$ cat config.mk
export PLATFORM = sky130hd
export DESIGN_NAME = spi_command_responder
export DESIGN_NICKNAME = d
export VERILOG_FILES = /design/src/hdl/scr_pkg.sv /design/src/hdl/scr_fifo.sv /design/src/hdl/scr_front.sv /design/src/hdl/scr_back.sv /design/src/hdl/spi_command_responder.sv
export SDC_FILE = /design/constraint.sdc
export NUM_CORES = 1
export LEC_CHECK = 0
export ABC_AREA = 1
export BUFFER_PORTS_ARGS = -buffer_cell sky130_fd_sc_hd__buf_2
export CORE_ASPECT_RATIO = 0.9
export CORE_MARGIN = 1
export CORE_UTILIZATION = 40
export CTS_CLUSTER_DIAMETER = 120
export DETAILED_ROUTE_END_ITERATION = 12
export GPL_ROUTABILITY_DRIVEN = 0
export PLACE_DENSITY = 0.59
export SLEW_MARGIN = 20
export SYNTH_ARGS = -nofsm -noshare
export SYNTH_HDL_FRONTEND = slang
export SYNTH_HIERARCHICAL = 1
export SYNTH_SLANG_ARGS = --single-unit
$ cat constraint.sdc
create_clock -name clk -period 7.8 [get_ports clk]
set_input_delay 0.39 -clock clk [delete_from_list [all_inputs] [get_ports clk]]
set_output_delay 0.39 -clock clk [all_outputs]
set_load 0.02 [all_outputs]
$ cat src/hdl/scr_pkg.sv
// ----------------------------------------------------------------------------
// scr_pkg
// Shared types and constants for the SPI command responder: command word
// passed from the front end to the back end, result word, opcodes.
// ----------------------------------------------------------------------------
package scr_pkg;

  // operation codes on the input port
  localparam logic [1:0] OPER_BYTE = 2'd0;
  localparam logic [1:0] OPER_LOAD = 2'd1;
  localparam logic [1:0] OPER_RPM  = 2'd2;

  // frame opcodes (first byte of a frame)
  localparam logic [7:0] OPC_LONG_A = 8'h01;
  localparam logic [7:0] OPC_PAIR   = 8'h02;
  localparam logic [7:0] OPC_LONG_B = 8'h03;
  localparam logic [7:0] OPC_SHORT  = 8'h04;
  localparam logic [7:0] OPC_QUERY  = 8'h05;

  // first reply byte for query and for plain commands
  localparam logic [7:0] RPL_QUERY = 8'h01;
  localparam logic [7:0] RPL_ACK   = 8'h03;

  localparam logic [1:0] QUERY_REPLY_LEN = 2'd3;
  localparam logic [1:0] ACK_REPLY_LEN   = 2'd1;

  // classified operation kind
  typedef enum logic [1:0] {
    KIND_BYTE,
    KIND_LOAD,
    KIND_RPM,
    KIND_NONE
  } kind_t;

  // word carried from the front end to the back end
  typedef struct packed {
    kind_t       kind;
    logic [1:0]  byte_len;
    logic [7:0]  rx_byte;
    logic [7:0]  reply_first;
    logic [7:0]  reply_second;
    logic [7:0]  reply_third;
    logic [1:0]  reply_count;
    logic [15:0] rpm;
  } cmd_t;

  // result word
  typedef struct packed {
    logic [7:0] tx_byte;
    logic       command_event;
    logic [7:0] frame_first;
    logic [7:0] frame_second;
    logic [7:0] frame_third;
    logic       load_accepted;
    logic       is_idle;
  } res_t;

  // frame length set by an opening byte, zero for a non-opcode
  function automatic logic [1:0] opcode_length(input logic [7:0] op);
    logic [1:0] len;
    len = 2'd0;
    if (op == OPC_LONG_A || op == OPC_LONG_B) begin
      len = 2'd3;
    end else if (op == OPC_PAIR) begin
      len = 2'd2;
    end else if (op == OPC_SHORT || op == OPC_QUERY) begin
      len = 2'd1;
    end
    return len;
  endfunction

endpackage

$ cat src/hdl/scr_fifo.sv
// ----------------------------------------------------------------------------
// scr_fifo
// Small synchronous queue of words with full and empty flags.
// ----------------------------------------------------------------------------
module scr_fifo #(
  parameter int WIDTH = 8,
  parameter int DEPTH = 2
) (
  input  logic             clk,
  input  logic             rst,
  input  logic             push,
  input  logic [WIDTH-1:0] wdata,
  output logic             full,
  input  logic             pop,
  output logic [WIDTH-1:0] rdata,
  output logic             empty
);

  localparam int AW = (DEPTH > 1) ? $clog2(DEPTH) : 1;
  localparam int CW = $clog2(DEPTH + 1);

  logic [WIDTH-1:0] mem [DEPTH];
  logic [AW-1:0]    wr_ptr;
  logic [AW-1:0]    rd_ptr;
  logic [CW-1:0]    count;
  logic             do_push;
  logic             do_pop;

  // flags and handshakes
  assign full    = (count == CW'(DEPTH));
  assign empty   = (count == '0);
  assign do_push = push && !full;
  assign do_pop  = pop && !empty;
  assign rdata   = mem[rd_ptr];

  // pointers and fill count
  always_ff @(posedge clk) begin
    if (rst) begin
      wr_ptr <= '0;
      rd_ptr <= '0;
      count  <= '0;
    end else begin
      if (do_push) begin
        wr_ptr <= (wr_ptr == AW'(DEPTH - 1)) ? '0 : wr_ptr + 1'b1;
      end
      if (do_pop) begin
        rd_ptr <= (rd_ptr == AW'(DEPTH - 1)) ? '0 : rd_ptr + 1'b1;
      end
      if (do_push && !do_pop) begin
        count <= count + 1'b1;
      end else if (do_pop && !do_push) begin
        count <= count - 1'b1;
      end
    end
  end

  // entry storage
  always_ff @(posedge clk) begin
    if (do_push) begin
      mem[wr_ptr] <= wdata;
    end
  end

endmodule

$ cat src/hdl/scr_front.sv
// ----------------------------------------------------------------------------
// scr_front
// Front end: classifies each incoming word and decodes the frame length of
// a received byte taken as an opening opcode.
// ----------------------------------------------------------------------------
module scr_front (
  input  logic               [1:0]  operation,
  input  logic               [7:0]  rx_byte,
  input  logic               [7:0]  host_reply_first,
  input  logic               [7:0]  host_reply_second,
  input  logic               [7:0]  host_reply_third,
  input  logic               [1:0]  host_reply_count,
  input  logic signed        [15:0] feedback_rpm,
  output scr_pkg::cmd_t             cmd
);

  always_comb begin
    cmd              = '0;
    cmd.rx_byte      = rx_byte;
    cmd.byte_len     = scr_pkg::opcode_length(rx_byte);
    cmd.reply_first  = host_reply_first;
    cmd.reply_second = host_reply_second;
    cmd.reply_third  = host_reply_third;
    cmd.reply_count  = host_reply_count;
    cmd.rpm          = unsigned'(feedback_rpm);
    // operation kind
    case (operation)
      scr_pkg::OPER_BYTE: cmd.kind = scr_pkg::KIND_BYTE;
      scr_pkg::OPER_LOAD: cmd.kind = scr_pkg::KIND_LOAD;
      scr_pkg::OPER_RPM:  cmd.kind = scr_pkg::KIND_RPM;
      default:            cmd.kind = scr_pkg::KIND_NONE;
    endcase
  end

endmodule

$ cat src/hdl/scr_back.sv
// ----------------------------------------------------------------------------
// scr_back
// Back end: holds frame and reply state, carries out one command word per
// cycle while a word waits and the result queue has room, and produces its result word.
// ----------------------------------------------------------------------------
module scr_back (
  input  logic          clk,
  input  logic          rst,
  input  logic          cmd_valid,
  input  scr_pkg::cmd_t cmd,
  output logic          cmd_pop,
  input  logic          res_full,
  output logic          res_push,
  output scr_pkg::res_t res
);

  logic [7:0]  rx_store [3];
  logic [7:0]  rx_store_next [3];
  logic [1:0]  rx_count;
  logic [1:0]  rx_count_next;
  logic [1:0]  frame_length;
  logic [1:0]  frame_length_next;
  logic [7:0]  reply_store [3];
  logic [7:0]  reply_store_next [3];
  logic [1:0]  reply_count;
  logic [1:0]  reply_count_next;
  logic [1:0]  reply_pointer;
  logic [1:0]  reply_pointer_next;
  logic [15:0] speed_value;
  logic [15:0] speed_value_next;
  logic        handled;
  logic        block_idle;
  logic        take;

  assign take       = cmd_valid && !res_full;
  assign cmd_pop    = take;
  assign res_push   = take;
  assign block_idle = (rx_count == '0) && (reply_count == '0) && (reply_pointer == '0);

  // next state and result for the word at the queue head
  always_comb begin
    rx_store_next      = rx_store;
    rx_count_next      = rx_count;
    frame_length_next  = frame_length;
    reply_store_next   = reply_store;
    reply_count_next   = reply_count;
    reply_pointer_next = reply_pointer;
    speed_value_next   = speed_value;
    handled            = 1'b0;
    res                = '0;
    case (cmd.kind)
      scr_pkg::KIND_BYTE: begin
        // store the byte while the frame has room
        if (rx_count != 2'd3) begin
          rx_store_next[rx_count] = cmd.rx_byte;
          rx_count_next           = rx_count + 2'd1;
        end
        // opening byte sets the length, a non-opcode drops the frame
        if (rx_count_next == 2'd1) begin
          frame_length_next = cmd.byte_len;
          if (cmd.byte_len == 2'd0) begin
            rx_count_next = 2'd0;
            handled       = 1'b1;
          end
        end
        // frame complete: report it and load the reply
        if (!handled && frame_length_next != 2'd0 && rx_count_next >= frame_length_next) begin
          res.frame_first  = rx_store_next[0];
          res.frame_second = (frame_length_next > 2'd1) ? rx_store_next[1] : 8'd0;
          res.frame_third  = (frame_length_next > 2'd2) ? rx_store_next[2] : 8'd0;
          rx_count_next     = 2'd0;
          frame_length_next = 2'd0;
          if (rx_store_next[0] == scr_pkg::OPC_QUERY) begin
            reply_store_next[0] = scr_pkg::RPL_QUERY;
            reply_store_next[1] = speed_value[7:0];
            reply_store_next[2] = speed_value[15:8];
            reply_count_next    = scr_pkg::QUERY_REPLY_LEN;
          end else begin
            reply_store_next[0] = scr_pkg::RPL_ACK;
            reply_store_next[1] = rx_store_next[0];
            reply_store_next[2] = 8'd0;
            reply_count_next    = scr_pkg::ACK_REPLY_LEN;
            res.command_event   = 1'b1;
          end
          reply_pointer_next = 2'd1;
          res.tx_byte        = reply_store_next[0];
          handled            = 1'b1;
        end
        // no frame completed: shift out the next reply byte or end the spent reply
        if (!handled) begin
          if (reply_pointer < reply_count) begin
            res.tx_byte        = reply_store[reply_pointer];
            reply_pointer_next = reply_pointer + 2'd1;
          end else begin
            reply_count_next   = 2'd0;
            reply_pointer_next = 2'd0;
          end
        end
      end
      scr_pkg::KIND_LOAD: begin
        // host reply only taken while idle
        if (block_idle) begin
          reply_store_next[0] = cmd.reply_first;
          reply_store_next[1] = cmd.reply_second;
          reply_store_next[2] = cmd.reply_third;
          reply_count_next    = cmd.reply_count;
          reply_pointer_next  = 2'd0;
          res.load_accepted   = 1'b1;
        end
      end
      scr_pkg::KIND_RPM: begin
        speed_value_next = cmd.rpm;
      end
      default: begin
      end
    endcase
    res.is_idle = (rx_count_next == '0) && (reply_count_next == '0) &&
                  (reply_pointer_next == '0);
  end

  // control state
  always_ff @(posedge clk) begin
    if (rst) begin
      rx_count      <= '0;
      frame_length  <= '0;
      reply_count   <= '0;
      reply_pointer <= '0;
      speed_value   <= '0;
    end else if (take) begin
      rx_count      <= rx_count_next;
      frame_length  <= frame_length_next;
      reply_count   <= reply_count_next;
      reply_pointer <= reply_pointer_next;
      speed_value   <= speed_value_next;
    end
  end

  // frame and reply byte stores
  always_ff @(posedge clk) begin
    if (take) begin
      rx_store    <= rx_store_next;
      reply_store <= reply_store_next;
    end
  end

endmodule

$ cat src/hdl/spi_command_responder.sv
// ----------------------------------------------------------------------------
// spi_command_responder
// SPI slave command framer and responder: frames received bytes, raises
// command events and shifts out replies; host may load replies and speed.
// ----------------------------------------------------------------------------
// path: a word accepted into the command queue has its result registered in the result queue ahead of the ports
// throughput: one word per cycle while a word waits and the result queue has room
// the command queue and result queue let each side stall on its own
// reset: synchronous rst empties both queues and clears frame, reply and speed
module spi_command_responder #(
  parameter int CMD_DEPTH = 2,
  parameter int RES_DEPTH = 2
) (
  input  logic               clk,
  input  logic               rst,
  input  logic               push,
  output logic               full,
  input  logic        [1:0]  operation,
  input  logic        [7:0]  rx_byte,
  input  logic        [7:0]  host_reply_first,
  input  logic        [7:0]  host_reply_second,
  input  logic        [7:0]  host_reply_third,
  input  logic        [1:0]  host_reply_count,
  input  logic signed [15:0] feedback_rpm,
  output logic               empty,
  input  logic               pop,
  output logic        [7:0]  tx_byte,
  output logic               command_event,
  output logic        [7:0]  frame_first,
  output logic        [7:0]  frame_second,
  output logic        [7:0]  frame_third,
  output logic               load_accepted,
  output logic               is_idle
);

  localparam int CMD_W = $bits(scr_pkg::cmd_t);
  localparam int RES_W = $bits(scr_pkg::res_t);

  scr_pkg::cmd_t cmd_in;
  scr_pkg::cmd_t cmd_head;
  logic          cmd_empty;
  logic          cmd_pop;
  scr_pkg::res_t res_in;
  scr_pkg::res_t res_head;
  logic          res_full;
  logic          res_push;

  // classify incoming words
  scr_front u_front (
    .operation         (operation),
    .rx_byte           (rx_byte),
    .host_reply_first  (host_reply_first),
    .host_reply_second (host_reply_second),
    .host_reply_third  (host_reply_third),
    .host_reply_count  (host_reply_count),
    .feedback_rpm      (feedback_rpm),
    .cmd               (cmd_in)
  );

  // queue between front and back end
  scr_fifo #(
    .WIDTH (CMD_W),
    .DEPTH (CMD_DEPTH)
  ) u_cmd_q (
    .clk   (clk),
    .rst   (rst),
    .push  (push),
    .wdata (cmd_in),
    .full  (full),
    .pop   (cmd_pop),
    .rdata (cmd_head),
    .empty (cmd_empty)
  );

  // frame and reply engine
  scr_back u_back (
    .clk       (clk),
    .rst       (rst),
    .cmd_valid (!cmd_empty),
    .cmd       (cmd_head),
    .cmd_pop   (cmd_pop),
    .res_full  (res_full),
    .res_push  (res_push),
    .res       (res_in)
  );

  // result queue toward the consumer
  scr_fifo #(
    .WIDTH (RES_W),
    .DEPTH (RES_DEPTH)
  ) u_res_q (
    .clk   (clk),
    .rst   (rst),
    .push  (res_push),
    .wdata (res_in),
    .full  (res_full),
    .pop   (pop),
    .rdata (res_head),
    .empty (empty)
  );

  assign tx_byte       = res_head.tx_byte;
  assign command_event = res_head.command_event;
  assign frame_first   = res_head.frame_first;
  assign frame_second  = res_head.frame_second;
  assign frame_third   = res_head.frame_third;
  assign load_accepted = res_head.load_accepted;
  assign is_idle       = res_head.is_idle;

endmodule

==> results.ini <==
[status]
status = complete, no violations

[setup_path]
cp.required_ns = 8.00
worstPathMaxFanout = 44
cp-end-kind = register
crit_arrival_ns = 3.48
critical_path_class = reg2reg
critPathLaunchType = register

[cts]
post_cts_buffers = 0
clockBufferDepth = 3
cts_hold_buffers = 0
worstSkewPairLatency_ns = 0.53
clkSlewWorstSetupHoldPaths_ns = 0.06
htreeDepth = 1
cts_made_buffers = 28
cts_resized = 0
cts_tree = done
clockRootBuffer = clkbuf_16
clock_sinks = 260

[die]
row_count = 58
die_area_mm2 = 0.0298
die-height_um = 164
fp.dieW_um = 182
core_mm2 = 0.0282
initial_utilization_pct = 41.2
ios = 93

[layout]
insertedDiodeCount = 0
final_core_util_pct = 45.8
area_growth_pct = 11.1
final_common_cell = edfxtp_1
final_cell_mix = 226 x edfxtp_1, 104 x nor2_1, 93 x inv_1, 92 x buf_2, 91 x nand2_1
final_cell_area_mm2 = 0.0129
final_cell_count_no_fill = 1330
final_nets = 1010
drive_gt1_share_pct = 29.6

[logic_synthesis]
seq_area_frac_synth_pct = 64.2
ys_types = 46
synth_fp_nets = 957
netlist_instances = 895
avgSynthCellArea_um2 = 13.0
synth_ff_type = edfxtp_1
ys_ff_latch = 260
synthArstFlopShare_pct = 0
netlist_area_mm2 = 0.0116
yosysWarningCount = 6
synth_edf_count = 226

[global_routing]
grt_pass1_vias = 6092
grtUsageTotal_pct = 14.5
antenna_found_initial = 0
grt_pass1_wl_um = 33700
grt_start_max_net_pins = 55
grt-ovfl-total = 0

[detailed_routing]
drt_first_iter_violations = 480
postRouteAntennaNets = 0
vias = 6339
vias_per_cell = 4.77
dr.pass1.iters = 5
drc = 0
wl_per_cell_um = 16.0
wl_um = 21300

[sta]
period_needed_ns = 3.29
rsz0062_at_grt = false
setup_violations = 0
finalMaxSlewViolations = 0
slew_headroom_pct = 45.1
fin_worst_skew_ns = 0.0121
clock.fmax_ghz = 0.304
tightest_slew_ns = 0.824
hold_viol = 0
setup_ws_ns = 4.51
period_share_pct = 42.1
setup_tns_ns = 0

[worst_hold_path]
min_path_type = in2reg

[placement]
placed_cells = 1277
dp_hpwl_um = 14300
place_area_mm2 = 0.0120
portBuffers = 92
post-place-ws_ns = 4.52

[pwr]
leakage_uw = 0.00516
power_density_mw_per_mm2 = 395
ir_worst_vdd_v = 0.000172

[run]
cap_violations = 0

## metrics by stage
| step | power, uW | hold WS [ns] |
|---|---|---|
| floorplan | 3470 | 0.445 |
| global placement | 3850 | 0.455 |
| detailed placement | 3890 | 0.461 |
| CTS | 5140 | 0.0238 |
| global route | 5410 | 0.0214 |
| finish | 5110 | 0.0452 |
## synth_stat cells (2+ instances only)
cell type | number | area, um2
edfxtp_1 | 226 | 6790
nor2_1 | 109 | 409
inv_1 | 93 | 349
nand2_1 | 91 | 342
mux2_4 | 80 | 1200
buf_4 | 51 | 383
o21ai_0 | 48 | 240
dfxtp_1 | 34 | 681
a21oi_1 | 22 | 110
nand2_2 | 15 | 93.8
clkbuf_1 | 14 | 52.6
inv_2 | 11 | 41.3
nand3_1 | 11 | 55.1
mux2_2 | 9 | 101
a22o_1 | 8 | 70.1
buf_12 | 8 | 160
ha_1 | 6 | 75.1
nand4_1 | 6 | 37.5
nor3_1 | 6 | 30.0
o21ai_2 | 5 | 43.8
buf_6 | 4 | 45.0
nor2_2 | 4 | 25.0
nor4_1 | 4 | 25.0
o211ai_2 | 4 | 50.1
a31oi_1 | 2 | 12.5
and2_1 | 2 | 12.5
nor3_4 | 2 | 32.5
o22ai_1 | 2 | 12.5
## cell type report
| cell class | instances | area, um2 |
|---|---|---|
| Sequential cell | 260 | 7470 |
| Clock inverter | 14 | 91.3 |
| Tap cell | 360 | 450 |
| Fill cell | 2539 | 15300 |
| Multi-Input combinational cell | 451 | 3150 |
| Timing Repair Buffer | 101 | 568 |
| Clock buffer | 38 | 790 |
| Inverter | 106 | 399 |
## report_power, final
group	leakage, uW	switching, uW	internal [uW]	total [uW]
Sequential	0.00239	124	1940	2060
Clock	0.000438	508	738	1250
Combinational	0.00233	1130	666	1800
Total	0.00516	1760	3340	5110
## final timing paths
kind / from / slack (ns) / end / cells past startpoint
hold reg to reg: u_back/frame_length[1] / 0.46 / u_back/frame_length[1] / 2
hold / removal: feedback_rpm[9] / 0.05 / u_cmd_q/mem[0][9] / 1
setup / recovery: register / 4.51 / u_back/reply_store[4] / 8
setup reg to reg: register / 4.51 / u_back/reply_store[4] / 8
## critical path, stage by stage, from the launching register on
cell and delay (ns):
dfxtp_4 0.47, buf_4 0.66, mux2_4 0.38, inv_2 0.09, nand2_1 0.32, nor2_1 0.38
inv_1 0.14, a21oi_2 0.15, buf_4 0.31
## state kept, by name, indices dropped and copies added (netlist names), named ones only
register,flops
u_back/frame_length,2
u_res_q/mem,70
u_cmd_q/count,2
u_cmd_q/mem,108
u_res_q/wr_ptr,1
u_back/speed_value,16
u_back/reply_pointer,2
u_cmd_q/wr_ptr,1
u_res_q/rd_ptr,1
u_back/reply_count,2
u_cmd_q/rd_ptr,1
u_res_q/count,2
u_back/rx_count,2
u_back/rx_store,24
u_back/reply_store,24
## per-layer routing
layer | part of all wire, % | global-route usage (%)
met5 | 0 | 0
met4 | 1.7 | 3.43
met3 | 5.1 | 2.64
met2 | 45 | 23.1
met1 | 48 | 20.6
## cell families after synthesis
kind of cell	count (synthesis)	share of synthesized area [%]
simple gates	257	9.80
compound gates	99	5.15
mux	89	11.2
fa+ha+maj	6	0.646
buf+inv	184	8.98
flops	260	64.2
No activity file was read; power rests on OpenSTA's default activity.
